$ cat src/sv/voc_pcm_block_deframer_core_defines.svh
// Assertion macros used by the deframer core RTL.
`ifndef VOC_PCM_BLOCK_DEFRAMER_CORE_DEFINES_SVH
`define VOC_PCM_BLOCK_DEFRAMER_CORE_DEFINES_SVH

`ifndef SYNTHESIS
`define VOCPBD_ASSERT_SAME(label, ante, cons, msg) \
  label: assert property (@(posedge clk) disable iff (rst) (ante) |-> (cons)) \
    else $error(msg);
`define VOCPBD_ASSERT_NEXT(label, ante, cons, msg) \
  label: assert property (@(posedge clk) disable iff (rst) (ante) |=> (cons)) \
    else $error(msg);
`else
`define VOCPBD_ASSERT_SAME(label, ante, cons, msg)
`define VOCPBD_ASSERT_NEXT(label, ante, cons, msg)
`endif

`endif

$ cat src/sv/vocpbd_pkg.sv
package vocpbd_pkg;

  localparam int WRAPPER_BYTES_DEF    = 16;
  localparam int VOC_HEADER_BYTES_DEF = 26;

  // wrapper magic and type
  localparam logic [7:0]  MAGIC0        = 8'hAF;
  localparam logic [7:0]  MAGIC1        = 8'hDE;
  localparam logic [15:0] WRAP_TYPE_SFX = 16'd2;
  localparam int POS_MAGIC0  = 0;
  localparam int POS_MAGIC1  = 1;
  localparam int POS_TYPE_LO = 2;
  localparam int POS_TYPE_HI = 3;

  // block header codes
  localparam logic [7:0] BLK_SOUND  = 8'd1;
  localparam logic [7:0] CODEC_PCM8 = 8'd0;

  localparam logic [7:0] SIGN_FLIP = 8'h80;

  localparam int CNT_W  = 17;
  localparam int SEEN_W = 18;
  localparam logic [CNT_W-1:0]  CAP_MIN  = 17'd2;
  localparam logic [CNT_W-1:0]  CAP_MAX  = 17'd131070;
  localparam logic [SEEN_W-1:0] SEEN_MAX = 18'h3FFFF;

  // status codes
  localparam logic [1:0] ST_PLAY    = 2'd0;
  localparam logic [1:0] ST_REJECT  = 2'd1;
  localparam logic [1:0] ST_NOT_SFX = 2'd2;

  // result kinds
  localparam logic KIND_SAMPLE  = 1'b0;
  localparam logic KIND_SUMMARY = 1'b1;

  // period = PERIOD_NUM / (FREQ_NUM / (256 - tc))
  localparam int DVD_W = 22;
  localparam int DVS_W = 20;
  localparam logic [DVD_W-1:0] FREQ_NUM   = 22'd1000000;
  localparam logic [DVD_W-1:0] PERIOD_NUM = 22'd3546895;
  localparam logic [8:0]       TC_BASE    = 9'd256;

  typedef struct packed {
    logic              emit;
    logic [7:0]        sample;
    logic [CNT_W-1:0]  index;
    logic [1:0]        status;
    logic [CNT_W-1:0]  count;
    logic [7:0]        tc;
  } parse_res_t;

endpackage

$ cat src/sv/vocpbd_if.sv
interface vocpbd_entry_if;
  logic       valid;
  logic       ready;
  logic [7:0] data_byte;
  logic       last_byte;

  modport source (output valid, output data_byte, output last_byte, input ready);
  modport sink   (input valid, input data_byte, input last_byte, output ready);
endinterface

interface vocpbd_result_if;
  logic              valid;
  logic              ready;
  logic              kind;
  logic signed [7:0] sample;
  logic [16:0]       sample_index;
  logic [1:0]        status;
  logic [16:0]       sample_count;
  logic [7:0]        time_constant;
  logic [9:0]        period;
  logic              last;

  modport source (output valid, output kind, output sample, output sample_index,
                  output status, output sample_count, output time_constant,
                  output period, output last, input ready);
  modport sink   (input valid, input kind, input sample, input sample_index,
                  input status, input sample_count, input time_constant,
                  input period, input last, output ready);
endinterface

$ cat src/sv/vocpbd_div.sv
module vocpbd_div #(
  parameter int N_W = vocpbd_pkg::DVD_W,
  parameter int D_W = vocpbd_pkg::DVS_W
) (
  input  logic           clk,
  input  logic           rst,
  input  logic           start,
  input  logic [N_W-1:0] dividend,
  input  logic [D_W-1:0] divisor,
  output logic           done,
  output logic [N_W-1:0] quotient
);

  localparam int STEP_W = $clog2(N_W + 1);

  logic              busy;
  logic [STEP_W-1:0] steps;
  logic [D_W-1:0]    rem;
  logic [D_W-1:0]    dvs;
  logic [N_W-1:0]    quo;
  logic [D_W:0]      trial;
  logic [D_W:0]      diff;
  logic              fits;

  // one quotient bit per cycle, restoring
  assign trial = {rem, quo[N_W-1]};
  assign fits  = trial >= {1'b0, dvs};
  assign diff  = trial - {1'b0, dvs};

  always_ff @(posedge clk) begin
    if (rst) begin
      busy  <= 1'b0;
      done  <= 1'b0;
      steps <= '0;
    end else if (start) begin
      busy  <= 1'b1;
      done  <= 1'b0;
      steps <= STEP_W'(N_W);
      rem   <= '0;
      dvs   <= divisor;
      quo   <= dividend;
    end else if (busy) begin
      rem   <= fits ? diff[D_W-1:0] : trial[D_W-1:0];
      quo   <= {quo[N_W-2:0], fits};
      steps <= steps - 1'b1;
      if (steps == STEP_W'(1)) begin
        busy <= 1'b0;
        done <= 1'b1;
      end
    end else begin
      done <= 1'b0;
    end
  end

  assign quotient = quo;

endmodule

$ cat src/sv/vocpbd_parse.sv
module vocpbd_parse #(
  parameter int WRAPPER_BYTES    = vocpbd_pkg::WRAPPER_BYTES_DEF,
  parameter int VOC_HEADER_BYTES = vocpbd_pkg::VOC_HEADER_BYTES_DEF
) (
  input  logic                         clk,
  input  logic                         rst,
  input  logic                         en,
  input  logic [7:0]                   data_byte,
  input  logic                         last_byte,
  input  logic [vocpbd_pkg::CNT_W-1:0] max_samples,
  output vocpbd_pkg::parse_res_t       res
);

  localparam int HDR_TOTAL = WRAPPER_BYTES + VOC_HEADER_BYTES;
  localparam int HPOS_W    = $clog2(HDR_TOTAL + 1);

  typedef enum logic [1:0] {PH_HEADER, PH_BLKHDR, PH_DATA, PH_STOPPED} phase_t;

  phase_t                           phase, phase_next;
  logic [HPOS_W-1:0]                hpos, hpos_next;
  logic [2:0]                       bpos, bpos_next;
  logic [23:0]                      bbl, bbl_next;
  logic [7:0]                       ltc, ltc_next;
  logic [7:0]                       ptc, ptc_next;
  logic [7:0]                       type_low, type_low_next;
  logic [vocpbd_pkg::SEEN_W-1:0]    seen, seen_next;
  logic [1:0]                       rej, rej_next;
  logic [vocpbd_pkg::CNT_W-1:0]     cap;
  logic [vocpbd_pkg::CNT_W-1:0]     kept;

  always_comb begin
    if (max_samples < vocpbd_pkg::CAP_MIN) begin
      cap = vocpbd_pkg::CAP_MIN;
    end else if (max_samples > vocpbd_pkg::CAP_MAX) begin
      cap = vocpbd_pkg::CAP_MAX;
    end else begin
      cap = max_samples;
    end
  end

  always_comb begin
    phase_next    = phase;
    hpos_next     = hpos;
    bpos_next     = bpos;
    bbl_next      = bbl;
    ltc_next      = ltc;
    ptc_next      = ptc;
    type_low_next = type_low;
    seen_next     = seen;
    rej_next      = rej;
    res           = '0;
    kept          = '0;

    case (phase)
      PH_HEADER: begin
        if (hpos == HPOS_W'(vocpbd_pkg::POS_MAGIC0) && data_byte != vocpbd_pkg::MAGIC0) begin
          rej_next = vocpbd_pkg::ST_REJECT;
        end
        if (hpos == HPOS_W'(vocpbd_pkg::POS_MAGIC1) && data_byte != vocpbd_pkg::MAGIC1) begin
          rej_next = vocpbd_pkg::ST_REJECT;
        end
        if (hpos == HPOS_W'(vocpbd_pkg::POS_TYPE_LO)) begin
          type_low_next = data_byte;
        end
        hpos_next = hpos + 1'b1;
        if (hpos == HPOS_W'(vocpbd_pkg::POS_TYPE_HI)) begin
          if (rej == vocpbd_pkg::ST_PLAY &&
              {data_byte, type_low} != vocpbd_pkg::WRAP_TYPE_SFX) begin
            rej_next = vocpbd_pkg::ST_NOT_SFX;
          end
          if (rej_next != vocpbd_pkg::ST_PLAY) begin
            phase_next = PH_STOPPED;
          end
        end
        if (phase_next == PH_HEADER && hpos == HPOS_W'(HDR_TOTAL - 1)) begin
          phase_next = PH_BLKHDR;
        end
      end
      PH_BLKHDR: begin
        case (bpos)
          3'd0: begin
            if (data_byte != vocpbd_pkg::BLK_SOUND) begin
              phase_next = PH_STOPPED;
            end else begin
              bbl_next  = '0;
              bpos_next = 3'd1;
            end
          end
          3'd1: begin
            bbl_next[7:0] = data_byte;
            bpos_next     = 3'd2;
          end
          3'd2: begin
            bbl_next[15:8] = data_byte;
            bpos_next      = 3'd3;
          end
          3'd3: begin
            bbl_next[23:16] = data_byte;
            bpos_next       = 3'd4;
          end
          3'd4: begin
            ptc_next  = data_byte;
            bpos_next = 3'd5;
          end
          default: begin
            bpos_next = 3'd0;
            if (bbl < 24'd2 || data_byte != vocpbd_pkg::CODEC_PCM8) begin
              phase_next = PH_STOPPED;
            end else begin
              ltc_next   = ptc;
              bbl_next   = bbl - 24'd2;
              phase_next = (bbl_next != '0) ? PH_DATA : PH_BLKHDR;
            end
          end
        endcase
      end
      PH_DATA: begin
        if (seen < {1'b0, cap}) begin
          res.emit   = 1'b1;
          res.sample = data_byte ^ vocpbd_pkg::SIGN_FLIP;
          res.index  = seen[vocpbd_pkg::CNT_W-1:0];
        end
        if (seen < vocpbd_pkg::SEEN_MAX) begin
          seen_next = seen + 1'b1;
        end
        bbl_next = bbl - 24'd1;
        if (bbl_next == '0) begin
          phase_next = PH_BLKHDR;
        end
      end
      default: begin
        // stopped: drop bytes until the end of the entry
      end
    endcase

    // summary fields, valid when last_byte is set
    if (rej_next != vocpbd_pkg::ST_PLAY) begin
      res.status = rej_next;
    end else if (phase == PH_HEADER || seen_next < 18'd2) begin
      res.status = vocpbd_pkg::ST_REJECT;
    end else begin
      res.status = vocpbd_pkg::ST_PLAY;
      kept       = (seen_next < {1'b0, cap}) ? seen_next[vocpbd_pkg::CNT_W-1:0] : cap;
      res.count  = {kept[vocpbd_pkg::CNT_W-1:1], 1'b0};
      res.tc     = ltc_next;
    end
  end

  always_ff @(posedge clk) begin
    if (rst || (en && last_byte)) begin
      phase    <= PH_HEADER;
      hpos     <= '0;
      bpos     <= '0;
      bbl      <= '0;
      ltc      <= '0;
      ptc      <= '0;
      type_low <= '0;
      seen     <= '0;
      rej      <= vocpbd_pkg::ST_PLAY;
    end else if (en) begin
      phase    <= phase_next;
      hpos     <= hpos_next;
      bpos     <= bpos_next;
      bbl      <= bbl_next;
      ltc      <= ltc_next;
      ptc      <= ptc_next;
      type_low <= type_low_next;
      seen     <= seen_next;
      rej      <= rej_next;
    end
  end

endmodule

$ cat src/sv/voc_pcm_block_deframer_core.sv
// A sample word appears on result in the cycle after its byte is taken.
// Throughput: one byte per cycle while the result register drains each cycle and no summary is pending.
// The last byte of an entry ends in a summary: when playable it waits for two divisions
// on one shared restoring divider, otherwise it waits only for a free result register.
// Reset (rst, synchronous): parser state cleared, max_samples back to 131070.
`include "voc_pcm_block_deframer_core_defines.svh"

module voc_pcm_block_deframer_core #(
  parameter int WRAPPER_BYTES    = vocpbd_pkg::WRAPPER_BYTES_DEF,
  parameter int VOC_HEADER_BYTES = vocpbd_pkg::VOC_HEADER_BYTES_DEF
) (
  input  logic                         clk,
  input  logic                         rst,
  input  logic                         cfg_wr_en,
  input  logic [vocpbd_pkg::CNT_W-1:0] cfg_wr_data,
  vocpbd_entry_if.sink                 entry,
  vocpbd_result_if.source              result
);

  typedef enum logic [1:0] {S_IDLE, S_DIV_FREQ, S_DIV_PER, S_SUM} state_t;

  state_t                        state;
  logic [vocpbd_pkg::CNT_W-1:0]  max_samples;
  vocpbd_pkg::parse_res_t        pres;

  // summary held while the divider works
  logic [1:0]                    sum_status;
  logic [vocpbd_pkg::CNT_W-1:0]  sum_count;
  logic [7:0]                    sum_tc;
  logic [9:0]                    sum_period;

  logic                          slot_free;
  logic                          take;
  logic                          load_sample;
  logic                          load_sum;
  logic                          div_start;
  logic                          div_done;
  logic [vocpbd_pkg::DVD_W-1:0]  div_dividend;
  logic [vocpbd_pkg::DVS_W-1:0]  div_divisor;
  logic [vocpbd_pkg::DVD_W-1:0]  div_quotient;
  logic [8:0]                    tc_span;

  // terms for the checks below
  logic                          in_div;
  logic                          last_take;
  logic                          bad_sum;
  logic                          sum_zero;
  logic                          held_sample;

  // The result register frees up in the same cycle it is taken.
  assign slot_free   = !result.valid || result.ready;
  assign entry.ready = (state == S_IDLE) && slot_free;
  assign take        = entry.valid && entry.ready;

  // A word enters the result register from a sample byte or from a summary.
  assign load_sample = take && pres.emit;
  assign load_sum    = (state == S_SUM) && slot_free;

  always_ff @(posedge clk) begin
    if (rst) begin
      max_samples <= vocpbd_pkg::CAP_MAX;
    end else if (cfg_wr_en) begin
      max_samples <= cfg_wr_data;
    end
  end

  vocpbd_parse #(
    .WRAPPER_BYTES    (WRAPPER_BYTES),
    .VOC_HEADER_BYTES (VOC_HEADER_BYTES)
  ) u_parse (
    .clk         (clk),
    .rst         (rst),
    .en          (take),
    .data_byte   (entry.data_byte),
    .last_byte   (entry.last_byte),
    .max_samples (max_samples),
    .res         (pres)
  );

  // First pass: freq = 1000000 / (256 - tc). Second: period = 3546895 / freq.
  assign tc_span   = vocpbd_pkg::TC_BASE - {1'b0, pres.tc};
  assign div_start = (take && entry.last_byte && pres.status == vocpbd_pkg::ST_PLAY) ||
                     (state == S_DIV_FREQ && div_done);

  always_comb begin
    if (state == S_DIV_FREQ) begin
      div_dividend = vocpbd_pkg::PERIOD_NUM;
      div_divisor  = div_quotient[vocpbd_pkg::DVS_W-1:0];
    end else begin
      div_dividend = vocpbd_pkg::FREQ_NUM;
      div_divisor  = {{(vocpbd_pkg::DVS_W - 9){1'b0}}, tc_span};
    end
  end

  vocpbd_div #(
    .N_W (vocpbd_pkg::DVD_W),
    .D_W (vocpbd_pkg::DVS_W)
  ) u_div (
    .clk      (clk),
    .rst      (rst),
    .start    (div_start),
    .dividend (div_dividend),
    .divisor  (div_divisor),
    .done     (div_done),
    .quotient (div_quotient)
  );

  always_ff @(posedge clk) begin
    if (rst) begin
      state        <= S_IDLE;
      result.valid <= 1'b0;
    end else begin
      // load a new word, else drain the result register once it is taken
      if (load_sample || load_sum) begin
        result.valid <= 1'b1;
      end else if (result.ready) begin
        result.valid <= 1'b0;
      end
      case (state)
        S_IDLE: begin
          if (take) begin
            if (pres.emit) begin
              result.kind          <= vocpbd_pkg::KIND_SAMPLE;
              result.sample        <= pres.sample;
              result.sample_index  <= pres.index;
              result.status        <= vocpbd_pkg::ST_PLAY;
              result.sample_count  <= '0;
              result.time_constant <= '0;
              result.period        <= '0;
              result.last          <= !entry.last_byte;
            end
            if (entry.last_byte) begin
              sum_status <= pres.status;
              sum_count  <= pres.count;
              sum_tc     <= pres.tc;
              sum_period <= '0;
              state      <= (pres.status == vocpbd_pkg::ST_PLAY) ? S_DIV_FREQ : S_SUM;
            end
          end
        end
        S_DIV_FREQ: begin
          if (div_done) begin
            state <= S_DIV_PER;
          end
        end
        S_DIV_PER: begin
          if (div_done) begin
            sum_period <= div_quotient[9:0];
            state      <= S_SUM;
          end
        end
        S_SUM: begin
          // hold the summary until the result register is free
          if (slot_free) begin
            result.kind          <= vocpbd_pkg::KIND_SUMMARY;
            result.sample        <= '0;
            result.sample_index  <= '0;
            result.status        <= sum_status;
            result.sample_count  <= sum_count;
            result.time_constant <= sum_tc;
            result.period        <= sum_period;
            result.last          <= 1'b1;
            state                <= S_IDLE;
          end
        end
        default: begin
          state <= S_IDLE;
        end
      endcase
    end
  end

  assign in_div      = (state == S_DIV_FREQ) || (state == S_DIV_PER);
  assign last_take   = take && entry.last_byte;
  assign bad_sum     = result.valid && result.kind == vocpbd_pkg::KIND_SUMMARY &&
                       result.status != vocpbd_pkg::ST_PLAY;
  assign sum_zero    = result.sample_count == '0 && result.time_constant == '0 &&
                       result.period == '0;
  assign held_sample = result.valid && result.kind == vocpbd_pkg::KIND_SAMPLE &&
                       state != S_IDLE;

  // The divider finishes only while a summary is being worked out.
  `VOCPBD_ASSERT_SAME(a_div_done_in_div, div_done, in_div, "divider done outside a division")
  // After the last byte of an entry no byte is taken until its summary is out.
  `VOCPBD_ASSERT_NEXT(a_hold_after_last, last_take, !entry.ready, "byte taken before summary")
  // A summary that is not playable carries no count, time constant or period.
  `VOCPBD_ASSERT_SAME(a_bad_summary_zero, bad_sum, sum_zero, "rejected summary has fields set")
  // A sample word is never flagged as the final word while a summary follows.
  `VOCPBD_ASSERT_SAME(a_sample_not_last, held_sample, !result.last, "sample marked last early")

endmodule

$ cat src/flat_wrapper.sv
// flat-port wrapper written by rule: the top's interface ports become plain ports
module voc_pcm_block_deframer_core_flat 
#(
  parameter int WRAPPER_BYTES    = vocpbd_pkg::WRAPPER_BYTES_DEF,
  parameter int VOC_HEADER_BYTES = vocpbd_pkg::VOC_HEADER_BYTES_DEF
)
  (clk, rst, cfg_wr_en, cfg_wr_data, entry_valid, entry_data_byte, entry_last_byte, entry_ready, result_valid, result_kind, result_sample, result_sample_index, result_status, result_sample_count, result_time_constant, result_period, result_last, result_ready);
  vocpbd_entry_if entry_i ();
  vocpbd_result_if result_i ();
  input  logic clk;
  input  logic rst;
  input  logic cfg_wr_en;
  input  logic [vocpbd_pkg::CNT_W-1:0] cfg_wr_data;
  input wire logic [$bits(entry_i.valid)-1:0] entry_valid;
  input wire logic [$bits(entry_i.data_byte)-1:0] entry_data_byte;
  input wire logic [$bits(entry_i.last_byte)-1:0] entry_last_byte;
  output wire logic [$bits(entry_i.ready)-1:0] entry_ready;
  output wire logic [$bits(result_i.valid)-1:0] result_valid;
  output wire logic [$bits(result_i.kind)-1:0] result_kind;
  output wire logic [$bits(result_i.sample)-1:0] result_sample;
  output wire logic [$bits(result_i.sample_index)-1:0] result_sample_index;
  output wire logic [$bits(result_i.status)-1:0] result_status;
  output wire logic [$bits(result_i.sample_count)-1:0] result_sample_count;
  output wire logic [$bits(result_i.time_constant)-1:0] result_time_constant;
  output wire logic [$bits(result_i.period)-1:0] result_period;
  output wire logic [$bits(result_i.last)-1:0] result_last;
  input wire logic [$bits(result_i.ready)-1:0] result_ready;
  assign entry_i.valid = entry_valid;
  assign entry_i.data_byte = entry_data_byte;
  assign entry_i.last_byte = entry_last_byte;
  assign entry_ready = entry_i.ready;
  assign result_valid = result_i.valid;
  assign result_kind = result_i.kind;
  assign result_sample = result_i.sample;
  assign result_sample_index = result_i.sample_index;
  assign result_status = result_i.status;
  assign result_sample_count = result_i.sample_count;
  assign result_time_constant = result_i.time_constant;
  assign result_period = result_i.period;
  assign result_last = result_i.last;
  assign result_i.ready = result_ready;
  voc_pcm_block_deframer_core #(.WRAPPER_BYTES(WRAPPER_BYTES), .VOC_HEADER_BYTES(VOC_HEADER_BYTES)) u_core (.clk(clk), .rst(rst), .cfg_wr_en(cfg_wr_en), .cfg_wr_data(cfg_wr_data), .entry(entry_i), .result(result_i));
endmodule
$ cat config.mk
export PLATFORM = sky130hd
export DESIGN_NAME = voc_pcm_block_deframer_core_flat
export DESIGN_NICKNAME = d
export VERILOG_FILES = /design/src/sv/vocpbd_pkg.sv /design/src/sv/vocpbd_if.sv /design/src/sv/vocpbd_div.sv /design/src/sv/vocpbd_parse.sv /design/src/sv/voc_pcm_block_deframer_core.sv /design/src/flat_wrapper.sv
export VERILOG_INCLUDE_DIRS = /design/src /design/src/sv
export SDC_FILE = /design/constraint.sdc
export NUM_CORES = 1
export LEC_CHECK = 0
export ABC_CLOCK_PERIOD_IN_PS = 7300
export CAP_MARGIN = 20
export CORE_MARGIN = 4
export CORE_UTILIZATION = 35
export CTS_BUF_LIST = sky130_fd_sc_hd__clkbuf_8
export CTS_CLUSTER_SIZE = 8
export DETAILED_ROUTE_END_ITERATION = 8
export DONT_BUFFER_PORTS = 1
export PLACE_DENSITY_LB_ADDON = 0.25
export SKIP_CTS_REPAIR_TIMING = 1
export SLEW_MARGIN = 20
export SYNTH_ARGS = -nofsm -noshare
export SYNTH_HDL_FRONTEND = slang
export SYNTH_SLANG_ARGS = --single-unit
$ cat constraint.sdc
create_clock -name clk -period 7.3 [get_ports clk]
set_clock_uncertainty 0.1 [all_clocks]
set_input_delay 1.46 -clock clk [delete_from_list [all_inputs] [get_ports clk]]
set_output_delay 1.46 -clock clk [all_outputs]
set_load 0.02 [all_outputs]
==> impl_metrics.py, run 1 <==
metrics = {
    "run_status": {
        "outcome": "complete, no violations",
    },
    "detailed_routing": {
        "wl_met1_um": 22000,
        "vias": 12500,
        "drt-vias-per-instance": 5.52,
        "dr.pass1.iters": 6,
        "wl_met2_um": 18800,
        "drt_wl_total_um": 45200,
        "antenna_left": 0,
        "routedWlPerCell_um": 19.9,
        "dr_wl_met3_um": 3480,
        "highest_layer": "met5",
        "drtIter0Drc": 1062,
        "drc": 0,
    },
    "run": {
        "drv_cap": 0,
    },
    "clock_network": {
        "clk_latency_ns": 0.60,
        "path_clk_slew_ns": 0.06,
        "cts_tree": "done",
        "clock_path_buffers": 3,
        "cts_root_buffer": "clkbuf_8",
        "clock_sinks": 267,
        "h-tree-depth": 2,
        "cts_buffers": 48,
    },
    "finish": {
        "finalNetCount": 1746,
        "area_growth_pct": 9.11,
        "design_area_mm2": 0.0171,
        "layout-drive-gt1-share": 0.0780,
        "antenna_cells": 0,
    },
    "setup_path": {
        "ff2ff_path_depth": 17,
        "r2r_slack_ns": 2.68,
        "crit_path_start_kind": "register",
        "cp-end-kind": "register",
        "worst-setup-path-type": "reg -> reg",
        "crit_fanout": 53,
        "required_ns": 7.50,
        "critPathArrivalTime_ns": 4.81,
    },
    "synth": {
        "syn_area_mm2": 0.0157,
        "synth.distinct_cells": 90,
        "synth_ff_type": "edfxtp_1",
        "synth_seq_cells": 267,
        "synth_edf_count": 161,
        "syn_inst": 1676,
        "synth_nets": 1782,
        "synth-seq-area-share": 0.444,
        "synthArstFlopShare": 0,
        "syn_area_per_cell_um2": 9.36,
        "yosysWarnings": 0,
    },
    "grt": {
        "antenna_found_initial": 3,
        "grt_use_total": 0.185,
        "first_global_vias": 12000,
        "overflow": 0,
        "grt_pass1_wl_um": 70600,
        "grt_max_degree": 75,
    },
    "worst_hold_path": {
        "min_delay_path_depth": 2,
        "hp-class": "reg -> reg",
    },
    "power": {
        "switchingPower_uw": 996,
        "switching_share": 0.278,
        "max-vdd-ir-drop_v": 0.000119,
        "intPower_uw": 2590,
        "seqPwrFrac": 0.478,
        "clkPwrFrac": 0.397,
        "power.density_mw_per_mm2": 209,
        "p_comb_frac": 0.125,
        "p_leak_uw": 0.00656,
    },
    "timing": {
        "fmax_ghz": 0.217,
        "period_share": 0.632,
        "finalMaxSlewViolations": 0,
        "rsz0062_at_grt": "false",
        "hold_viol": 0,
        "min_period_ns": 4.62,
        "slew_headroom": 0.272,
        "setup_tns_ns": 0,
        "finalSetupViolations": 0,
        "worst_pin_slew_ns": 1.08,
    },
    "floorplanning": {
        "num_io_pins": 97,
        "core_mm2": 0.0442,
        "die_y_um": 220,
        "start_util": 0.355,
        "dieWidth_um": 220,
        "die_area_mm2": 0.0483,
        "row_count": 77,
    },
    "placement": {
        "port-buffer-count": 0,
        "gp_congestion": 0.962,
        "hpwl_um": 31900,
        "place_area_mm2": 0.0161,
    },
}
[stage by stage]
step	worst slack [ns]	utilization	std cells	hold slack [ns]	total power, µW
floorplan	1.45	-	1676	0.349	2060
global placement	2.54	0.365	2182	0.370	2190
detailed placement	2.45	0.365	2182	0.376	2190
CTS	2.46	0.387	2272	0.384	3620
global route	2.20	0.387	2272	0.393	3760
finish	2.68	0.387	2272	0.382	3580
[cell usage after synthesis, types with 9 or more instances]
cell	count	area (µm²)
a211oi_1	28	210
nand2_1	122	458
nor3_1	49	245
or3_1	17	106
nand2b_1	14	87.6
a21o_1	21	158
mux2i_1	35	350
or2_2	10	62.6
xnor2_1	36	315
a31oi_1	20	125
inv_1	78	293
edfxtp_1	161	4830
nor4_1	23	144
and3_1	13	81.3
nand4_1	32	200
nor2b_1	9	56.3
clkbuf_1	66	248
and2_1	94	588
nor2_1	153	574
o21ai_0	78	390
o21a_1	19	143
ha_1	74	926
nand3_1	59	295
buf_2	19	95.1
a21oi_1	113	566
o31ai_1	13	97.6
xor2_1	38	333
dfxtp_1	106	2120
o211ai_1	24	180
[logic make-up (layout without fill, tap and decap cells)]
| family | after synthesis | count (layout) | synth area share |
|---|---|---|---|
| other cells | 1 | 1 | 0.000239 |
| buf+inv | 183 | 187 | 0.0492 |
| simple gates | 646 | 646 | 0.215 |
| fa+ha+maj | 75 | 75 | 0.0603 |
| flops | 267 | 267 | 0.444 |
| mux | 38 | 38 | 0.0245 |
| xor+xnor | 74 | 74 | 0.0413 |
| compound gates | 392 | 392 | 0.166 |
[power groups by stage]
stage	sequential, µW	combinational, µW	clock [µW]
2_1_floorplan	1730	327	0
6_report	1710	449	1420
3_5_place_dp	1740	443	0
3_3_place_gp	1740	443	0
5_1_grt	1720	503	1530
4_1_cts	1710	446	1460
[sequential cells by signal (all words and copies together) (netlist names), 3 cells and up]
| register | cells |
|---|---|
| u_core.u_div.dvs | 20 |
| u_core.u_parse.ptc | 8 |
| u_core.u_parse.bbl | 24 |
| u_core.u_parse.ltc | 8 |
| u_core.result.sample_index | 17 |
| u_core.u_div.steps | 5 |
| u_core.u_div.rem | 20 |
| u_core.sum_tc | 8 |
| u_core.result.time_constant | 8 |
| u_core.result.sample_count | 16 |
| u_core.u_parse.seen | 18 |
| u_core.u_parse.bpos | 3 |
| u_core.u_div.quotient | 22 |
| u_core.max_samples | 17 |
| u_core.u_parse.type_low | 8 |
| u_core.u_parse.hpos | 6 |
| u_core.sum_count | 16 |
| u_core.result.period | 10 |
| u_core.result.sample | 8 |
| u_core.sum_period | 10 |
[routing by layer]
layer | up-vias | GRT usage
met5 | - | 0
li1 | 6027 | -
met1 | 6016 | 0.279
met4 | 6 | 0.0417
met2 | 423 | 0.267
met3 | 72 | 0.0440
[cells in the final DEF (no fill, tap or decap), types with 24 or more instances in the layout]
| cell type | count |
|---|---|
| xor2_1 | 38 |
| nand2_1 | 121 |
| dfxtp_1 | 106 |
| mux2i_1 | 35 |
| edfxtp_1 | 161 |
| nor2_1 | 152 |
| a211oi_1 | 28 |
| inv_1 | 91 |
| a21oi_1 | 111 |
| o21ai_0 | 78 |
| and2_1 | 94 |
| clkbuf_8 | 53 |
| ha_1 | 74 |
| nor3_1 | 48 |
| o211ai_1 | 24 |
| xnor2_1 | 36 |
| nand3_1 | 59 |
| nand4_1 | 32 |
[critical path, stage by stage, from the launching register on]
cell and delay (ns):
dfxtp_1 0.33, inv_1 0.09, ha_1 0.14, buf_4 0.48, nand2_1 0.21, nor4_1 0.45
o21ai_0 0.36, nand2_1 0.14, o21ai_0 0.15, ha_1 0.26, a21o_1 0.15, a21o_1 0.17
a21oi_1 0.17, a21boi_0 0.14, o211ai_1 0.12, nand3_1 0.48, a21oi_1 0.32, a211oi_1 0.07
[final cells by class]
type / instances / area, µm²
Fill cell: 4391 / 27100
Multi-Input combinational cell: 1226 / 8010
Sequential cell: 267 / 6960
Tap cell: 592 / 741
Clock buffer: 53 / 729
Inverter: 80 / 300
Clock inverter: 37 / 246
Timing Repair Buffer: 17 / 128
[final timing paths]
path	start	end
worst max-delay path	u_core.u_parse.phase[0]$_SDFFE_PP0P_	u_core.sum_count[16]$_SDFFCE_PP0P_
worst min register to register	u_core.u_parse.ltc[6]$_SDFFE_PP0P_	u_core.u_parse.ltc[6]$_SDFFE_PP0P_
worst min-delay path	u_core.u_parse.ltc[6]$_SDFFE_PP0P_	u_core.u_parse.ltc[6]$_SDFFE_PP0P_
worst max register to register	u_core.u_parse.phase[0]$_SDFFE_PP0P_	u_core.sum_count[16]$_SDFFCE_PP0P_
No activity file was read; power rests on OpenSTA's default activity.
==> inputs of run 2 (changes only) <==
- ABC_CLOCK_PERIOD_IN_PS: 7300 -> 4180
- clock period: 7.3 -> 4.18 ns (I/O delays scaled with it)
==> impl_metrics.py, run 2 (synthesis results as in run 1) <==
metrics = {
    "run_status": {
        "outcome": "complete, no violations",
    },
    "grt": {
        "grt_pass1_wl_um": 70000,
        "busiest_layer": "met2",
        "overflow": 0,
        "use_met2": 0.272,
        "use_met3": 0.0349,
        "gr-usage-met1": 0.271,
        "grt_use_total": 0.183,
        "grt_max_degree": 49,
        "first_global_vias": 12200,
        "antenna_found_initial": 1,
    },
    "timing": {
        "finalMaxSlewViolations": 0,
        "period_share": 0.938,
        "slew_headroom": 0.372,
        "worst_slack_ns": 0.260,
        "timing.hold.ws_ns": 0.178,
        "min_period_ns": 3.92,
        "fmax_ghz": 0.255,
        "worst_pin_slew_ns": 0.939,
        "finalSetupViolations": 0,
        "hold_viol": 0,
    },
    "placement": {
        "place_inst": 2229,
        "hpwl_um": 31900,
        "gp_congestion": 0.948,
        "port-buffer-count": 0,
        "place_ws_ns": 0.0810,
    },
    "worst_hold_path": {
        "holdPathEnd": "u_core.max_samples[0]$_SDFFE_PP0P_",
        "hp-class": "in -> reg",
        "min_delay_path_depth": 1,
        "hp-start": "rst",
    },
    "detailed_routing": {
        "routedWlPerCell_um": 19.2,
        "drtIter0Drc": 1123,
        "antenna_left": 0,
        "vias": 12700,
        "drt_wl_total_um": 44500,
        "drt-vias-per-instance": 5.47,
        "dr.pass1.iters": 6,
        "drc": 0,
    },
    "power": {
        "p_leak_uw": 0.00679,
        "switching_share": 0.280,
        "intPower_uw": 4440,
        "clkPwrFrac": 0.386,
        "max-vdd-ir-drop_v": 0.000267,
        "seqPwrFrac": 0.485,
        "switchingPower_uw": 1730,
        "p_comb_frac": 0.129,
        "power.density_mw_per_mm2": 354,
        "power_uw": 6160,
    },
    "setup_path": {
        "required_ns": 4.45,
        "rr_startpoint": "u_core.u_parse.phase[0]$_SDFFE_PP0P_",
        "path_cells": "inv_1 > ha_1 > nand3_1 > or4_1 > or3_1 > o211ai_1 > a2111oi_4 > a21oi_1 > nand2b_1 > ha_1 > or4_1 > o2111a_1",
        "cp-end-kind": "register",
        "crit_buf_inv": 1,
        "crit_fanout": 5,
        "worst-setup-path-type": "reg -> reg",
        "critPathArrivalTime_ns": 4.19,
        "crit_path_start_kind": "register",
        "crit_family": "simple AND/OR/NAND/NOR gates",
        "crit_slowest_cell": "or4_1",
        "ff2ff_path_depth": 12,
        "r2r_slack_ns": 0.26,
        "r2r_end": "u_core.u_div.dvs[4]$_DFFE_PP_",
        "slowest_delay_ns": 0.55,
    },
    "finish": {
        "largest_register_ffs": 24,
        "area_growth_pct": 11.1,
        "layout_commonest_cell": "edfxtp_1",
        "finalNetCount": 1792,
        "layout-drive-gt1-share": 0.103,
        "stdcell_count": 2316,
        "antenna_cells": 0,
        "top_register": "u_core.u_parse.bbl",
        "final_cell_mix": "edfxtp_1, nor2_1, nand2_1",
        "fillerInstances": 4393,
        "final_core_util": 0.394,
    },
    "clock_network": {
        "clock_path_buffers": 3,
        "cts_root_buffer": "clkbuf_8",
        "cts_tree": "done",
        "h-tree-depth": 2,
        "cts_buffers": 47,
        "clock_sinks": 267,
        "path_clk_slew_ns": 0.06,
        "clk_latency_ns": 0.62,
    },
    "floorplanning": {
        "dieWidth_um": 220,
        "core_mm2": 0.0442,
        "start_util": 0.355,
        "num_io_pins": 97,
        "die_y_um": 220,
        "row_count": 77,
        "die_area_mm2": 0.0483,
    },
    "run": {
        "drv_cap": 0,
    },
}
==> run 2: cell types whose count changed in the layout (fill, tap and decap cells not counted), sizes merged <==
cell      change
clkinv       -10
clkinvlp      +1
buf          +47
clkbuf        -2
inv           +9
bufinv        -1
==> run 2: area by class of cell <==
type	instances	area [µm²]	area share
Tap cell	592	741	0.0425
Multi-Input combinational cell	1226	8000	0.459
Inverter	80	300	0.0172
Clock inverter	36	214	0.0123
Sequential cell	267	6960	0.399
Timing Repair Buffer	64	505	0.0290
Clock buffer	51	702	0.0403
==> run 2: through the flow <==
stage               area (µm²)   TNS, ns
global placement         16500         0
floorplan                15700         0
CTS                      17400         0
global route             17400  -0.00995
detailed placement       16500         0
finish                   17400         0
==> run 2: worst max path at each step <==
| stage | start | endpoint | slack, ns | cells past startpoint |
|---|---|---|---|---|
| final | u_core.u_parse.phase[0]$_SDFFE_PP0P_ | u_core.u_div.dvs[4]$_DFFE_PP_ | 0.26 | 12 |
| after global routing | u_core.u_parse.seen[1]$_SDFFE_PP0P_ | u_core.u_div.dvs[4]$_DFFE_PP_ | -0.01 | 10 |
| after CTS | u_core.u_parse.seen[4]$_SDFFE_PP0P_ | u_core.sum_count[11]$_SDFFCE_PP0P_ | 0.08 | 13 |
| after detailed placement | u_core.u_parse.seen[7]$_SDFFE_PP0P_ | u_core.sum_count[11]$_SDFFCE_PP0P_ | 0.08 | 13 |
| after global placement | u_core.u_parse.seen[7]$_SDFFE_PP0P_ | u_core.sum_count[11]$_SDFFCE_PP0P_ | 0.25 | 13 |
| after floorplan | u_core.max_samples[8]$_SDFFE_PP1P_ | u_core.result.kind$_DFFE_PP_ | 0.05 | 8 |
==> run 2: per-layer routing <==
metal	routed length (µm)	vias up
li1	-	6128
met1	21800	6061
met2	19000	404
met3	2760	74
met4	971	0
met5	0	-
==> run 2: power by group through the flow <==
stage	registers (µW)	clock network, µW	logic (µW)
floorplan	3020	0	572
global placement	3040	0	784
detailed placement	3040	0	788
CTS	2990	2460	793
global route	3000	2590	885
finish	2990	2380	796
==> inputs of run 3 (changes only) <==
- ABC_CLOCK_PERIOD_IN_PS: 4180 -> 3600
- CAP_MARGIN: 20 -> default
- RECOVER_POWER: default -> 100
- clock period: 4.18 -> 3.6 ns (I/O delays scaled with it)
==> impl_metrics.py, run 3 (synthesis results as in run 1) <==
metrics = {
    "setup_path": {
        "cp-end-kind": "register",
        "crit_buf_inv": 2,
        "required_ns": 3.86,
        "crit_fanout": 8,
        "path_cells": "inv_2 > ha_4 > nand3_2 > or4_4 > or3_4 > nand2_2 > ha_4 > a21o_1 > a21o_1 > a21oi_2 > nand2b_1 > o21ai_2 > nand3_2 > buf_6 > a21oi_1 > a211oi_1",
        "slowest_delay_ns": 0.52,
        "worst-setup-path-type": "reg -> reg",
        "critPathArrivalTime_ns": 3.80,
        "crit_family": "simple AND/OR/NAND/NOR gates",
        "crit_path_start_kind": "register",
        "crit_slowest_cell": "or4_4",
    },
    "timing": {
        "finalMaxSlewViolations": 0,
        "worst_pin_slew_ns": 1.38,
        "hold_viol": 0,
        "slew_headroom": 0.0793,
        "rsz0062_at_grt": "true",
        "setup_tns_ns": 0,
        "period_share": 0.984,
        "finalSetupViolations": 0,
        "min_period_ns": 3.54,
        "fmax_ghz": 0.282,
    },
    "power": {
        "power.density_mw_per_mm2": 397,
        "power_uw": 7240,
        "p_leak_uw": 0.00720,
        "max-vdd-ir-drop_v": 0.000252,
    },
    "placement": {
        "place_inst": 2303,
        "gp_congestion": 0.933,
        "hpwl_um": 33400,
        "port-buffer-count": 0,
    },
    "grt": {
        "antenna_found_initial": 0,
        "grt_pass1_wl_um": 72000,
        "first_global_vias": 12600,
        "grt_use_total": 0.189,
        "grt_max_degree": 64,
        "overflow": 0,
    },
    "detailed_routing": {
        "vias": 13000,
        "routedWlPerCell_um": 19.3,
        "antenna_left": 0,
        "drtIter0Drc": 980,
        "drt_wl_total_um": 46400,
        "drt-vias-per-instance": 5.42,
        "drc": 0,
        "dr.pass1.iters": 5,
    },
    "finish": {
        "largest_register_ffs": 24,
        "antenna_cells": 0,
        "layout-drive-gt1-share": 0.152,
        "layout_commonest_cell": "edfxtp_1",
        "area_growth_pct": 16.3,
        "final_cell_mix": "edfxtp_1, nor2_1, buf_4",
        "top_register": "u_core.u_parse.bbl",
        "finalNetCount": 1874,
        "final_core_util": 0.412,
        "stdcell_count": 2399,
        "fillerInstances": 4392,
    },
    "floorplanning": {
        "die_area_mm2": 0.0483,
        "row_count": 77,
        "dieWidth_um": 220,
        "num_io_pins": 97,
        "die_y_um": 220,
        "start_util": 0.355,
        "core_mm2": 0.0442,
    },
    "clock_network": {
        "cts_root_buffer": "clkbuf_8",
        "clock_sinks": 267,
        "clock_path_buffers": 3,
        "clk_latency_ns": 0.63,
        "path_clk_slew_ns": 0.06,
        "cts_buffers": 49,
        "h-tree-depth": 2,
        "cts_tree": "done",
    },
    "run": {
        "drv_cap": 0,
    },
    "worst_hold_path": {
        "hp-class": "in -> reg",
    },
    "run_status": {
        "outcome": "complete, no violations",
    },
}
==> run 3: changes by cell type in the layout (fill, tap and decap cells not counted), sizes merged <==
cell and change:
buf +61, inv -1, clkbuf +22, clkinv +4, bufinv -1, clkinvlp -2
==> run 3: layer usage <==
metal,global-route usage,up-vias,share of wire,wire (µm)
met2,0.283,420,0.43,20000
met3,0.0407,58,0.070,3270
met5,0,-,0,0
met4,0.0578,0,0.020,928
met1,0.273,6235,0.48,22100
li1,-,6291,-,-
==> run 3: worst reg2reg max path: cells and delay by family (launching register included) <==
kind            cells  cell delay [ns]
flops               1             0.32
compound gates      6             0.95
simple gates        6             1.32
fa+ha+maj           2             0.35
buf+inv             2             0.25
==> run 3: per-stage QoR <==
| step | cell area [µm²] | hold slack (ns) | setup WS [ns] |
|---|---|---|---|
| after CTS | 18100 | 0.00611 | -0.255 |
| after floorplan | 15800 | 0.349 | -0.370 |
| after detailed placement | 17200 | 0.366 | -0.249 |
| after global placement | 17200 | 0.368 | -0.170 |
| after global routing | 18200 | 0.00808 | -0.0771 |
| final | 18200 | 0.0746 | 0.0562 |
==> run 3: layout make-up <==
class | count | area, µm² | area share
clock buffers | 54 | 743 | 0.0408
clock inverters | 36 | 193 | 0.0106
inverters | 80 | 300 | 0.0165
multi-input cells | 1226 | 8220 | 0.451
flip-flops and latches | 267 | 6960 | 0.382
well taps | 592 | 741 | 0.0406
repair buffers | 144 | 1070 | 0.0587
==> run 3: final timing paths <==
check	start	to	slack, ns	cells past startpoint
setup reg to reg	u_core.u_parse.phase[0]$_SDFFE_PP0P_	u_core.sum_count[3]$_SDFFCE_PP0P_	0.06	16
setup / recovery	u_core.u_parse.phase[0]$_SDFFE_PP0P_	u_core.sum_count[3]$_SDFFCE_PP0P_	0.06	16
hold reg to reg	u_core.u_parse.ltc[6]$_SDFFE_PP0P_	u_core.u_parse.ltc[6]$_SDFFE_PP0P_	0.37	2
hold / removal	rst	u_core.max_samples[0]$_SDFFE_PP0P_	0.07	1
==> run 3: report_power, final <==
| part | total [µW] | switching, µW | internal (µW) |
|---|---|---|---|
| logic | 969 | 622 | 346 |
| clock network | 2790 | 1330 | 1460 |
| registers | 3480 | 109 | 3370 |
| total | 7240 | 2060 | 5170 |
